$ cat src/rtl/core/tcw_pkg.sv
`default_nettype none

package tcw_pkg;

    // Cell layout: attribute byte above the character byte
    localparam int CELL_W = 16;

    localparam logic [7:0] ATTR_RESET   = 8'h0F;
    localparam logic [7:0] BLANK_CHAR   = 8'h20;
    localparam logic [7:0] NEWLINE_CHAR = 8'h0A;

    // Operation codes
    localparam logic [1:0] OP_PUT   = 2'd0;
    localparam logic [1:0] OP_READ  = 2'd1;
    localparam logic [1:0] OP_CLEAR = 2'd2;

    typedef struct packed {
        logic [1:0]  op;
        logic [7:0]  char_code;
        logic [10:0] cell_address;
    } in_t;

    typedef struct packed {
        logic [6:0]        cursor_col;
        logic [4:0]        cursor_row;
        logic [CELL_W-1:0] cell_value;
        logic              scrolled;
    } out_t;

    // Sequencer status towards the channel logic
    typedef struct packed {
        logic idle;
        logic res_valid;
    } ctl_status_t;

endpackage

`default_nettype wire

$ cat src/rtl/core/tcw_ctrl.sv
`default_nettype none

module tcw_ctrl #(
    parameter  int COLUMNS = 80,
    parameter  int ROWS    = 25,
    localparam int CELLS   = COLUMNS * ROWS,
    localparam int AW      = (CELLS > 1) ? $clog2(CELLS) : 1
) (
    input  wire logic                        clk,
    input  wire logic                        rst_n,
    input  wire logic                        in_valid,
    input  wire tcw_pkg::in_t                in_word,
    input  wire logic [7:0]                  attribute,
    input  wire logic                        res_ready,
    output tcw_pkg::ctl_status_t             status,
    output tcw_pkg::out_t                    res,
    output logic                             ram_we,
    output logic      [AW-1:0]               ram_waddr,
    output logic      [tcw_pkg::CELL_W-1:0]  ram_wdata,
    output logic                             ram_re,
    output logic      [AW-1:0]               ram_raddr,
    input  wire logic [tcw_pkg::CELL_W-1:0]  ram_rdata
);

    localparam int CW = (COLUMNS > 1) ? $clog2(COLUMNS) : 1;
    localparam int RW = $clog2(ROWS);

    localparam logic [AW-1:0] LAST_CELL = AW'(CELLS - 1);
    localparam logic [AW-1:0] SRC_COUNT = AW'(CELLS - COLUMNS);
    localparam logic [AW-1:0] ROW_STEP  = AW'(COLUMNS);
    localparam logic [CW-1:0] COL_LAST  = CW'(COLUMNS - 1);
    localparam logic [RW-1:0] ROW_LAST  = RW'(ROWS - 1);

    typedef enum logic [5:0] {
        S_INIT   = 6'b000001,
        S_IDLE   = 6'b000010,
        S_READ   = 6'b000100,
        S_SCROLL = 6'b001000,
        S_FILL   = 6'b010000,
        S_DONE   = 6'b100000
    } state_t;

    state_t            state_reg, state_next;
    logic [AW-1:0]     idx_reg, idx_next;
    logic              pend_reg, pend_next;
    logic [AW-1:0]     pend_addr_reg, pend_addr_next;
    logic [CW-1:0]     col_reg, col_next;
    logic [RW-1:0]     line_reg, line_next;
    logic [tcw_pkg::CELL_W-1:0] res_cell_reg, res_cell_next;
    logic              res_scr_reg, res_scr_next;

    logic              accept;
    logic              addr_ok;
    logic              col_end;
    logic [AW-1:0]     cursor_pos;

    assign accept     = in_valid && (state_reg == S_IDLE);
    assign addr_ok    = 32'(in_word.cell_address) < CELLS;
    assign col_end    = (in_word.char_code == tcw_pkg::NEWLINE_CHAR) || (col_reg == COL_LAST);
    assign cursor_pos = AW'(32'(line_reg) * COLUMNS) + AW'(col_reg);

    // Sequencer: one address step of the shared sweep counter per cycle
    always_comb
    begin
        state_next     = state_reg;
        idx_next       = idx_reg;
        pend_next      = 1'b0;
        pend_addr_next = pend_addr_reg;
        col_next       = col_reg;
        line_next      = line_reg;
        res_cell_next  = res_cell_reg;
        res_scr_next   = res_scr_reg;
        ram_we         = 1'b0;
        ram_waddr      = idx_reg;
        ram_wdata      = {attribute, tcw_pkg::BLANK_CHAR};
        ram_re         = 1'b0;
        ram_raddr      = idx_reg + ROW_STEP;

        unique case (state_reg)
            S_INIT:
            begin
                ram_we    = 1'b1;
                ram_wdata = {tcw_pkg::ATTR_RESET, tcw_pkg::BLANK_CHAR};
                if (idx_reg == LAST_CELL)
                begin
                    state_next = S_IDLE;
                end
                else
                begin
                    idx_next = idx_reg + AW'(1);
                end
            end

            S_IDLE:
            begin
                if (accept)
                begin
                    res_cell_next = '0;
                    res_scr_next  = 1'b0;
                    case (in_word.op)
                        tcw_pkg::OP_PUT:
                        begin
                            if (in_word.char_code != tcw_pkg::NEWLINE_CHAR)
                            begin
                                ram_we    = 1'b1;
                                ram_waddr = cursor_pos;
                                ram_wdata = {attribute, in_word.char_code};
                            end
                            if (col_end)
                            begin
                                col_next = '0;
                                if (line_reg == ROW_LAST)
                                begin
                                    res_scr_next = 1'b1;
                                    idx_next     = '0;
                                    state_next   = S_SCROLL;
                                end
                                else
                                begin
                                    line_next  = line_reg + RW'(1);
                                    state_next = S_DONE;
                                end
                            end
                            else
                            begin
                                col_next   = col_reg + CW'(1);
                                state_next = S_DONE;
                            end
                        end
                        tcw_pkg::OP_READ:
                        begin
                            if (addr_ok)
                            begin
                                ram_re     = 1'b1;
                                ram_raddr  = AW'(in_word.cell_address);
                                state_next = S_READ;
                            end
                            else
                            begin
                                state_next = S_DONE;
                            end
                        end
                        tcw_pkg::OP_CLEAR:
                        begin
                            col_next   = '0;
                            line_next  = '0;
                            idx_next   = '0;
                            state_next = S_FILL;
                        end
                        default:
                        begin
                            state_next = S_DONE;
                        end
                    endcase
                end
            end

            S_READ:
            begin
                res_cell_next = ram_rdata;
                state_next    = S_DONE;
            end

            // Copy each cell one row up: read ahead, write the previous word
            S_SCROLL:
            begin
                if (pend_reg)
                begin
                    ram_we    = 1'b1;
                    ram_waddr = pend_addr_reg;
                    ram_wdata = ram_rdata;
                end
                if (idx_reg != SRC_COUNT)
                begin
                    ram_re         = 1'b1;
                    pend_next      = 1'b1;
                    pend_addr_next = idx_reg;
                    idx_next       = idx_reg + AW'(1);
                end
                else
                begin
                    // index now points at the start of the bottom row
                    state_next = S_FILL;
                end
            end

            S_FILL:
            begin
                ram_we = 1'b1;
                if (idx_reg == LAST_CELL)
                begin
                    state_next = S_DONE;
                end
                else
                begin
                    idx_next = idx_reg + AW'(1);
                end
            end

            S_DONE:
            begin
                if (res_ready)
                begin
                    state_next = S_IDLE;
                end
            end

            default:
            begin
                state_next = S_IDLE;
            end
        endcase
    end

    // Control state
    always_ff @(posedge clk or negedge rst_n)
    begin
        if (!rst_n)
        begin
            state_reg <= S_INIT;
            idx_reg   <= '0;
            pend_reg  <= 1'b0;
            col_reg   <= '0;
            line_reg  <= '0;
        end
        else
        begin
            state_reg <= state_next;
            idx_reg   <= idx_next;
            pend_reg  <= pend_next;
            col_reg   <= col_next;
            line_reg  <= line_next;
        end
    end

    // Payload registers
    always_ff @(posedge clk)
    begin
        pend_addr_reg <= pend_addr_next;
        res_cell_reg  <= res_cell_next;
        res_scr_reg   <= res_scr_next;
    end

    assign status.idle      = (state_reg == S_IDLE);
    assign status.res_valid = (state_reg == S_DONE);

    assign res.cursor_col = 7'(col_reg);
    assign res.cursor_row = 5'(line_reg);
    assign res.cell_value = res_cell_reg;
    assign res.scrolled   = res_scr_reg;

`ifndef NO_ASSERTIONS
    a_no_stray_write: assert property (@(posedge clk) disable iff (!rst_n)
        (state_reg == S_IDLE && !accept) |-> !ram_we)
        else $error("screen store written while idle");

    a_result_held: assert property (@(posedge clk) disable iff (!rst_n)
        (state_reg == S_DONE && !res_ready) |=> (state_reg == S_DONE))
        else $error("result dropped before it was taken");

    a_cursor_range: assert property (@(posedge clk) disable iff (!rst_n)
        (32'(col_reg) < COLUMNS) && (32'(line_reg) < ROWS))
        else $error("cursor outside the screen");

    a_scroll_at_bottom: assert property (@(posedge clk) disable iff (!rst_n)
        (state_reg == S_SCROLL) |-> (line_reg == ROW_LAST && col_reg == '0))
        else $error("scroll with cursor off the bottom row start");
`endif

endmodule

`default_nettype wire

$ cat config.mk
export PLATFORM = sky130hd
export DESIGN_NAME = tcw_ctrl
export DESIGN_NICKNAME = d
export VERILOG_FILES = /design/src/rtl/core/tcw_pkg.sv /design/src/rtl/core/tcw_ctrl.sv
export SDC_FILE = /design/constraint.sdc
export NUM_CORES = 1
export LEC_CHECK = 0
export BUFFER_PORTS_ARGS = -buffer_cell sky130_fd_sc_hd__buf_4
export CAP_MARGIN = 10
export CORE_ASPECT_RATIO = 2
export CORE_MARGIN = 8
export CORE_UTILIZATION = 41
export DETAILED_ROUTE_END_ITERATION = 8
export PLACE_DENSITY = 0.67
export SYNTH_ARGS = -nofsm -noshare
export SYNTH_HDL_FRONTEND = slang
export SYNTH_SLANG_ARGS = --single-unit
$ cat constraint.sdc
create_clock -name clk -period 2.9 [get_ports clk]
set_clock_uncertainty 0.1 [all_clocks]
set_input_delay 0 -clock clk [delete_from_list [all_inputs] [get_ports clk]]
set_output_delay 0 -clock clk [all_outputs]
set_load 0.01 [all_outputs]
==> impl_metrics.yaml, run 1 <==
floorplan:
  rows: 49
  core_area_sq_um: 8950
  initial_utilization: 0.419
  fp.dieArea_sq_um: 12700
  die_x_um: 83.6
  io_pins: 120
  die_y_um: 151
timing:
  hold_ws_ns: 0.0477
  slew_headroom: 0.525
  finalCritPeriodShare: 0.954
  setup_violations: 0
  clock.fmax_mhz: 361
  fin_crit_ns: 2.77
  maxSlewViolCount: 0
  worst_pin_slew_ns: 0.706
  hold_violations: 0
worst_setup_path:
  critPathMaxFanout: 7
  r2r_end: "line_reg[3]"
  reg2regPathDepth: 5
  crit_arrival_ns: 2.67
  start_kind: "flip-flop"
  crit_required_ns: 2.80
  cp-end-kind: "output pin"
  reg2reg_from: "state_reg[4]"
  criticalPathCategory: "flip-flop to output pin"
  reg2reg_slack_ns: 0.36
logic_synthesis:
  synth_warnings: 0
  synth_edf_count: 28
  ys_ff_latch: 58
  synth_area_per_cell_sq_um: 9.19
  yosysUniqueCellTypes: 58
  synthesis.nets: 475
  synth.cell_area_sq_um: 3750
  synthArstFlopShare: 0.517
  ys_seq_area_frac: 0.425
  synthCells: 408
  synth_flop_cell: "dfrtp_1"
clocking:
  cts_buffer_depth: 2
  cts_tree: "built"
  clock_latency_ns: 0.33
  cts.sinks: 58
  h-tree-depth: 3
  clock-root-buffer: "clkbuf_16"
  cts_buffers: 9
  path_clk_slew_ns: 0.05
pwr:
  peakVddDrop_uv: 513
  p_per_area_nw_per_um2: 732
  p_total_mw: 3.90
  total_leakage_power_nw: 2.47
placed_design:
  dp_hpwl_mm: 9.35
  gp_congestion: 0.861
  port_buffers: 119
outcome:
  status: "complete, no violations"
cells_and_area:
  drive_gt1_frac: 0.300
  layout_commonest_cell: "buf_4"
  largest_reg_flops: 16
  fill_cells: 795
  diodes: 0
  area_growth_pct: 42.1
  final_net_count: 619
  final_cell_mix: "buf_4 (133), nand2_1 (64), edfxtp_1 (28)"
  utilization: 0.596
global_routing:
  grt_overflow_total: 0
  antenna_found_initial: 0
  grt_pass1_wl_mm: 19.9
  grt_pass1_vias: 3981
  grt_use_total: 0.195
  grt_max_degree: 31
detailed_routing:
  final_antenna_net_count: 0
  via_per_inst: 5.67
  wl_per_cell_um: 18.7
  drt-pass1-iter-count: 5
  finalWirelength_mm: 12.3
  drc: 0
  vias: 3738
  drtIter0Drc: 193
hold_path:
  hold_class: "input port to asynchronous set/reset pin"
flow_run:
  maxCapViolCount: 0
cell families after synthesis:
logic type               Yosys count  share of synthesized area
AND/OR/NAND/NOR                  181                      0.245
AO/OA/AOI/OAI                     85                      0.152
flip-flops                        58                      0.425
buffers and inverters             40                     0.0450
adder cells (fa/ha/maj)           18                     0.0640
XOR/XNOR                          16                     0.0414
multiplexers                      10                     0.0284
metal layers:
layer / GRT usage / vias up / share of wire
met5: 0 / - / 0
met4: 0.137 / 0 / 0.053
met3: 0.0485 / 49 / 0.047
met2: 0.355 / 135 / 0.55
met1: 0.186 / 1794 / 0.35
li1: - / 1760 / -
how the worst max path moves through the flow:
stage / start / endpoint / slack, ns
2_1_floorplan: state_reg[4] / idx_reg[6] / 0.52
3_3_place_gp: line_reg[1] / ram_waddr[10] / 0.41
3_5_place_dp: line_reg[1] / ram_waddr[10] / 0.37
4_1_cts: line_reg[1] / ram_waddr[10] / 0.02
5_1_grt: state_reg[2] / ram_raddr[9] / -0.006
6_report: line_reg[1] / ram_waddr[10] / 0.13
through the flow:
stage | std cells | setup WS [ns] | TNS [ns] | cell area [sq um]
floorplan | 408 | 0.524 | 0 | 3750
CTS | 658 | 0.0250 | 0 | 5300
detailed placement | 619 | 0.368 | 0 | 4760
global route | 659 | -0.00613 | -0.00613 | 5330
finish | 659 | 0.133 | 0 | 5330
global placement | 619 | 0.412 | 0 | 4760
cells in the mapped netlist (3+ instances only):
cell type / instances / area share
mux2_2: 5 / 0.015
o22ai_1: 3 / 0.0050
edfxtp_1: 28 / 0.22
dfrtp_1: 29 / 0.19
o31ai_1: 4 / 0.0080
xnor2_1: 9 / 0.021
a211oi_1: 3 / 0.0060
a21o_1: 5 / 0.010
nand3_1: 19 / 0.025
nor3_1: 9 / 0.012
mux2i_1: 5 / 0.013
nor2_1: 27 / 0.027
a22oi_1: 5 / 0.010
buf_2: 3 / 0.0040
a22o_1: 7 / 0.016
xor2_1: 6 / 0.014
o21a_1: 4 / 0.0080
clkbuf_1: 15 / 0.015
a21oi_1: 16 / 0.021
nor3b_1: 3 / 0.0060
a31oi_1: 8 / 0.013
and2_1: 18 / 0.030
nand4_1: 7 / 0.012
o21ai_0: 19 / 0.025
nor4_1: 5 / 0.0083
inv_1: 18 / 0.018
a221o_1: 3 / 0.0080
ha_1: 16 / 0.053
and3_1: 5 / 0.0083
nand2_1: 64 / 0.064
nand2b_1: 6 / 0.010
timing repair:
| item | in CTS | in global routing |
|---|---|---|
| setup buffers | 2 | 1 |
| hold buffers | 21 | 0 |
| pin swaps | 1 | 1 |
| cloned | 0 | 0 |
| hold endpoints to repair | 52 | 0 |
| endpoints found under the setup margin | 7 | 18 |
| resized for setup | 2 | 7 |
worst max-delay path, stage by stage, from the launching register on:
cell      delay, ns
dfrtp_2        0.46
ha_1           0.33
ha_1           0.22
inv_1          0.07
fa_2           0.47
nand4b_1       0.21
xor3_1         0.23
a22oi_2        0.15
nand2_1        0.07
buf_4          0.14
power by group:
part / internal, mW / switching (mW) / leakage, nW / total [mW]
sequential: 1.06 / 0.234 / 0.668 / 1.29
clock: 0.745 / 0.367 / 0.150 / 1.11
combinational: 0.728 / 0.771 / 1.65 / 1.50
total: 2.53 / 1.37 / 2.47 / 3.90
cell type report:
| type | count | area, sq um | area share |
|---|---|---|---|
| Multi-Input combinational cell | 310 | 2020 | 0.379 |
| Sequential cell | 58 | 1600 | 0.299 |
| Timing Repair Buffer | 154 | 1210 | 0.227 |
| Clock buffer | 10 | 229 | 0.0429 |
| Tap cell | 102 | 128 | 0.0239 |
| Clock inverter | 6 | 81.3 | 0.0153 |
| Inverter | 19 | 71.3 | 0.0134 |
(Power assumes the default switching activity.)
==> inputs of run 2 (changes only) <==
--- a/config.mk
+++ b/config.mk
@@ -11,7 +11,9 @@
 export CORE_MARGIN = 8
 export CORE_UTILIZATION = 41
 export DETAILED_ROUTE_END_ITERATION = 8
+export GPL_ROUTABILITY_DRIVEN = 0
 export PLACE_DENSITY = 0.67
+export RECOVER_POWER = 25
 export SYNTH_ARGS = -nofsm -noshare
 export SYNTH_HDL_FRONTEND = slang
 export SYNTH_SLANG_ARGS = --single-unit
==> impl_metrics.yaml, run 2 (same netlist as run 1, synthesis figures left out) <==
clocking:
  path_clk_slew_ns: 0.05
  h-tree-depth: 3
  cts.sinks: 58
  clock_latency_ns: 0.33
  clock-root-buffer: "clkbuf_16"
  cts_buffers: 9
  cts_tree: "built"
  cts_buffer_depth: 2
cells_and_area:
  area_growth_pct: 41.4
  diodes: 0
  stdcell_count: 659
  final_cell_mix: "buf_4 (126), nand2_1 (64), edfxtp_1 (28)"
  layout_commonest_cell: "buf_4"
  largest_reg_flops: 16
  drive_gt1_frac: 0.287
  final_net_count: 619
timing:
  finalCritPeriodShare: 0.954
  slew_headroom: -0.157
  maxSlewViolCount: 31
  hold_ws_ns: 0.150
  worst_pin_slew_ns: 1.74
  fin_tns_setup_ns: 0
  setup_violations: 0
  hold_violations: 0
  fin_crit_ns: 2.77
  clock.fmax_mhz: 362
detailed_routing:
  final_antenna_net_count: 0
  drc: 0
  drt-pass1-iter-count: 5
  vias: 3742
  via_per_inst: 5.68
  finalWirelength_mm: 12.3
  drtIter0Drc: 170
  wl_per_cell_um: 18.7
worst_setup_path:
  cp_top_family: "adder cells"
  crit_required_ns: 2.80
  cp_slowest_cell: "fa_2"
  worstPathCellList: "ha_1 -> ha_1 -> inv_1 -> fa_2 -> nand4b_1 -> xor3_1 -> a22oi_2 -> nand2_1 -> buf_4"
  cp-end-kind: "output pin"
  critPathMostFrequentCell: "ha_1"
  slowest_delay_ns: 0.47
  crit_arrival_ns: 2.67
  criticalPathCategory: "flip-flop to output pin"
  path_buf_inv: 2
  start_kind: "flip-flop"
  critPathMaxFanout: 7
floorplan:
  die_x_um: 83.6
  die_y_um: 151
  initial_utilization: 0.419
  core_area_sq_um: 8950
  io_pins: 120
  fp.dieArea_sq_um: 12700
  rows: 49
pwr:
  p_clk_frac: 0.286
  peakVddDrop_uv: 510
  p_sw_mw: 1.37
  p_int_mw: 2.51
  comb_power_share: 0.381
  power_frac_seq: 0.333
  total_leakage_power_nw: 2.44
  p_per_area_nw_per_um2: 731
  sw_frac_of_total: 0.353
flow_run:
  maxCapViolCount: 1
global_routing:
  grt_overflow_total: 0
  grt_pass1_vias: 3981
  grt_use_total: 0.195
  antenna_found_initial: 0
  grt_max_degree: 31
  grt_pass1_wl_mm: 19.9
placed_design:
  port_buffers: 119
  dp.cells: 619
  dp_hpwl_mm: 9.35
outcome:
  status: "finished, violations left"
  violations: "max-capacitance violations, max-slew violations"
hold_path:
  hold_class: "input port to flip-flop"
==> run 2: cell count changes in the layout (fill, tap and decap cells not counted), sizes merged <==
| cell | previous run | this run |
|---|---|---|
| buf | 133 | 126 |
| clkbuf | 10 | 17 |
==> run 2: what timing repair did <==
item	in CTS	in global routing
hold endpoints to repair	52	0
pin swaps	1	1
hold buffers	21	0
endpoints found under the setup margin	7	18
gates resized for setup	2	7
buffers inserted	2	1
==> run 2: layout make-up <==
cell class,count,area (sq um)
timing repair buffer,154,1180
multi-input combinational,310,2020
tap,102,128
inverter,19,71.3
sequential,58,1600
clock inverter,6,81.3
clock buffer,10,229
fill,801,3650
==> run 2: worst paths after layout <==
| check | start | end | slack, ns | cells after the start |
|---|---|---|---|---|
| min reg2reg | col_reg[1] | col_reg[1] | 0.48 | 2 |
| max | line_reg[1] | ram_waddr[10] | 0.13 | 9 |
| max in group asynchronous | rst_n | line_reg[3] | 0.99 | 2 |
| min | in_word[19] | col_reg[2] | 0.15 | 5 |
| max reg2reg | state_reg[4] | line_reg[3] | 0.36 | 5 |
| min in group asynchronous | rst_n | state_reg[1] | 0.57 | 2 |
==> run 2: layer usage <==
| metal | vias to the layer above | global-route usage | wire, um |
|---|---|---|---|
| met4 | 0 | 0.137 | 625 |
| met1 | 1777 | 0.186 | 4260 |
| li1 | 1757 | - | - |
| met3 | 47 | 0.0485 | 643 |
| met5 | - | 0 | 0 |
| met2 | 161 | 0.355 | 6810 |
==> run 2: power groups by stage <==
stage / clock network (mW) / registers (mW) / logic (mW)
final: 1.11 / 1.29 / 1.48
after CTS: 1.13 / 1.29 / 1.50
after detailed placement: 0 / 1.30 / 1.46
after floorplan: 0 / 1.24 / 0.835
after global placement: 0 / 1.30 / 1.44
after global routing: 1.16 / 1.32 / 1.63
==> run 2: metrics by stage <==
step	instance area (sq um)	worst slack [ns]	utilization	power (mW)
6_report	5310	0.134	0.593	3.88
5_1_grt	5310	-0.00613	0.593	4.11
4_1_cts	5300	0.0250	0.592	3.92
3_5_place_dp	4760	0.368	0.531	2.77
3_3_place_gp	4760	0.412	0.531	2.73
2_1_floorplan	3750	0.524	-	2.07
==> run 2: worst register-to-register path, stage by stage (launching register included) <==
cell,delay [ns]
dfrtp_1,0.48
nor4_2,0.44
nand2_1,0.29
or3_1,0.57
a211oi_1,0.36
mux2i_1,0.22
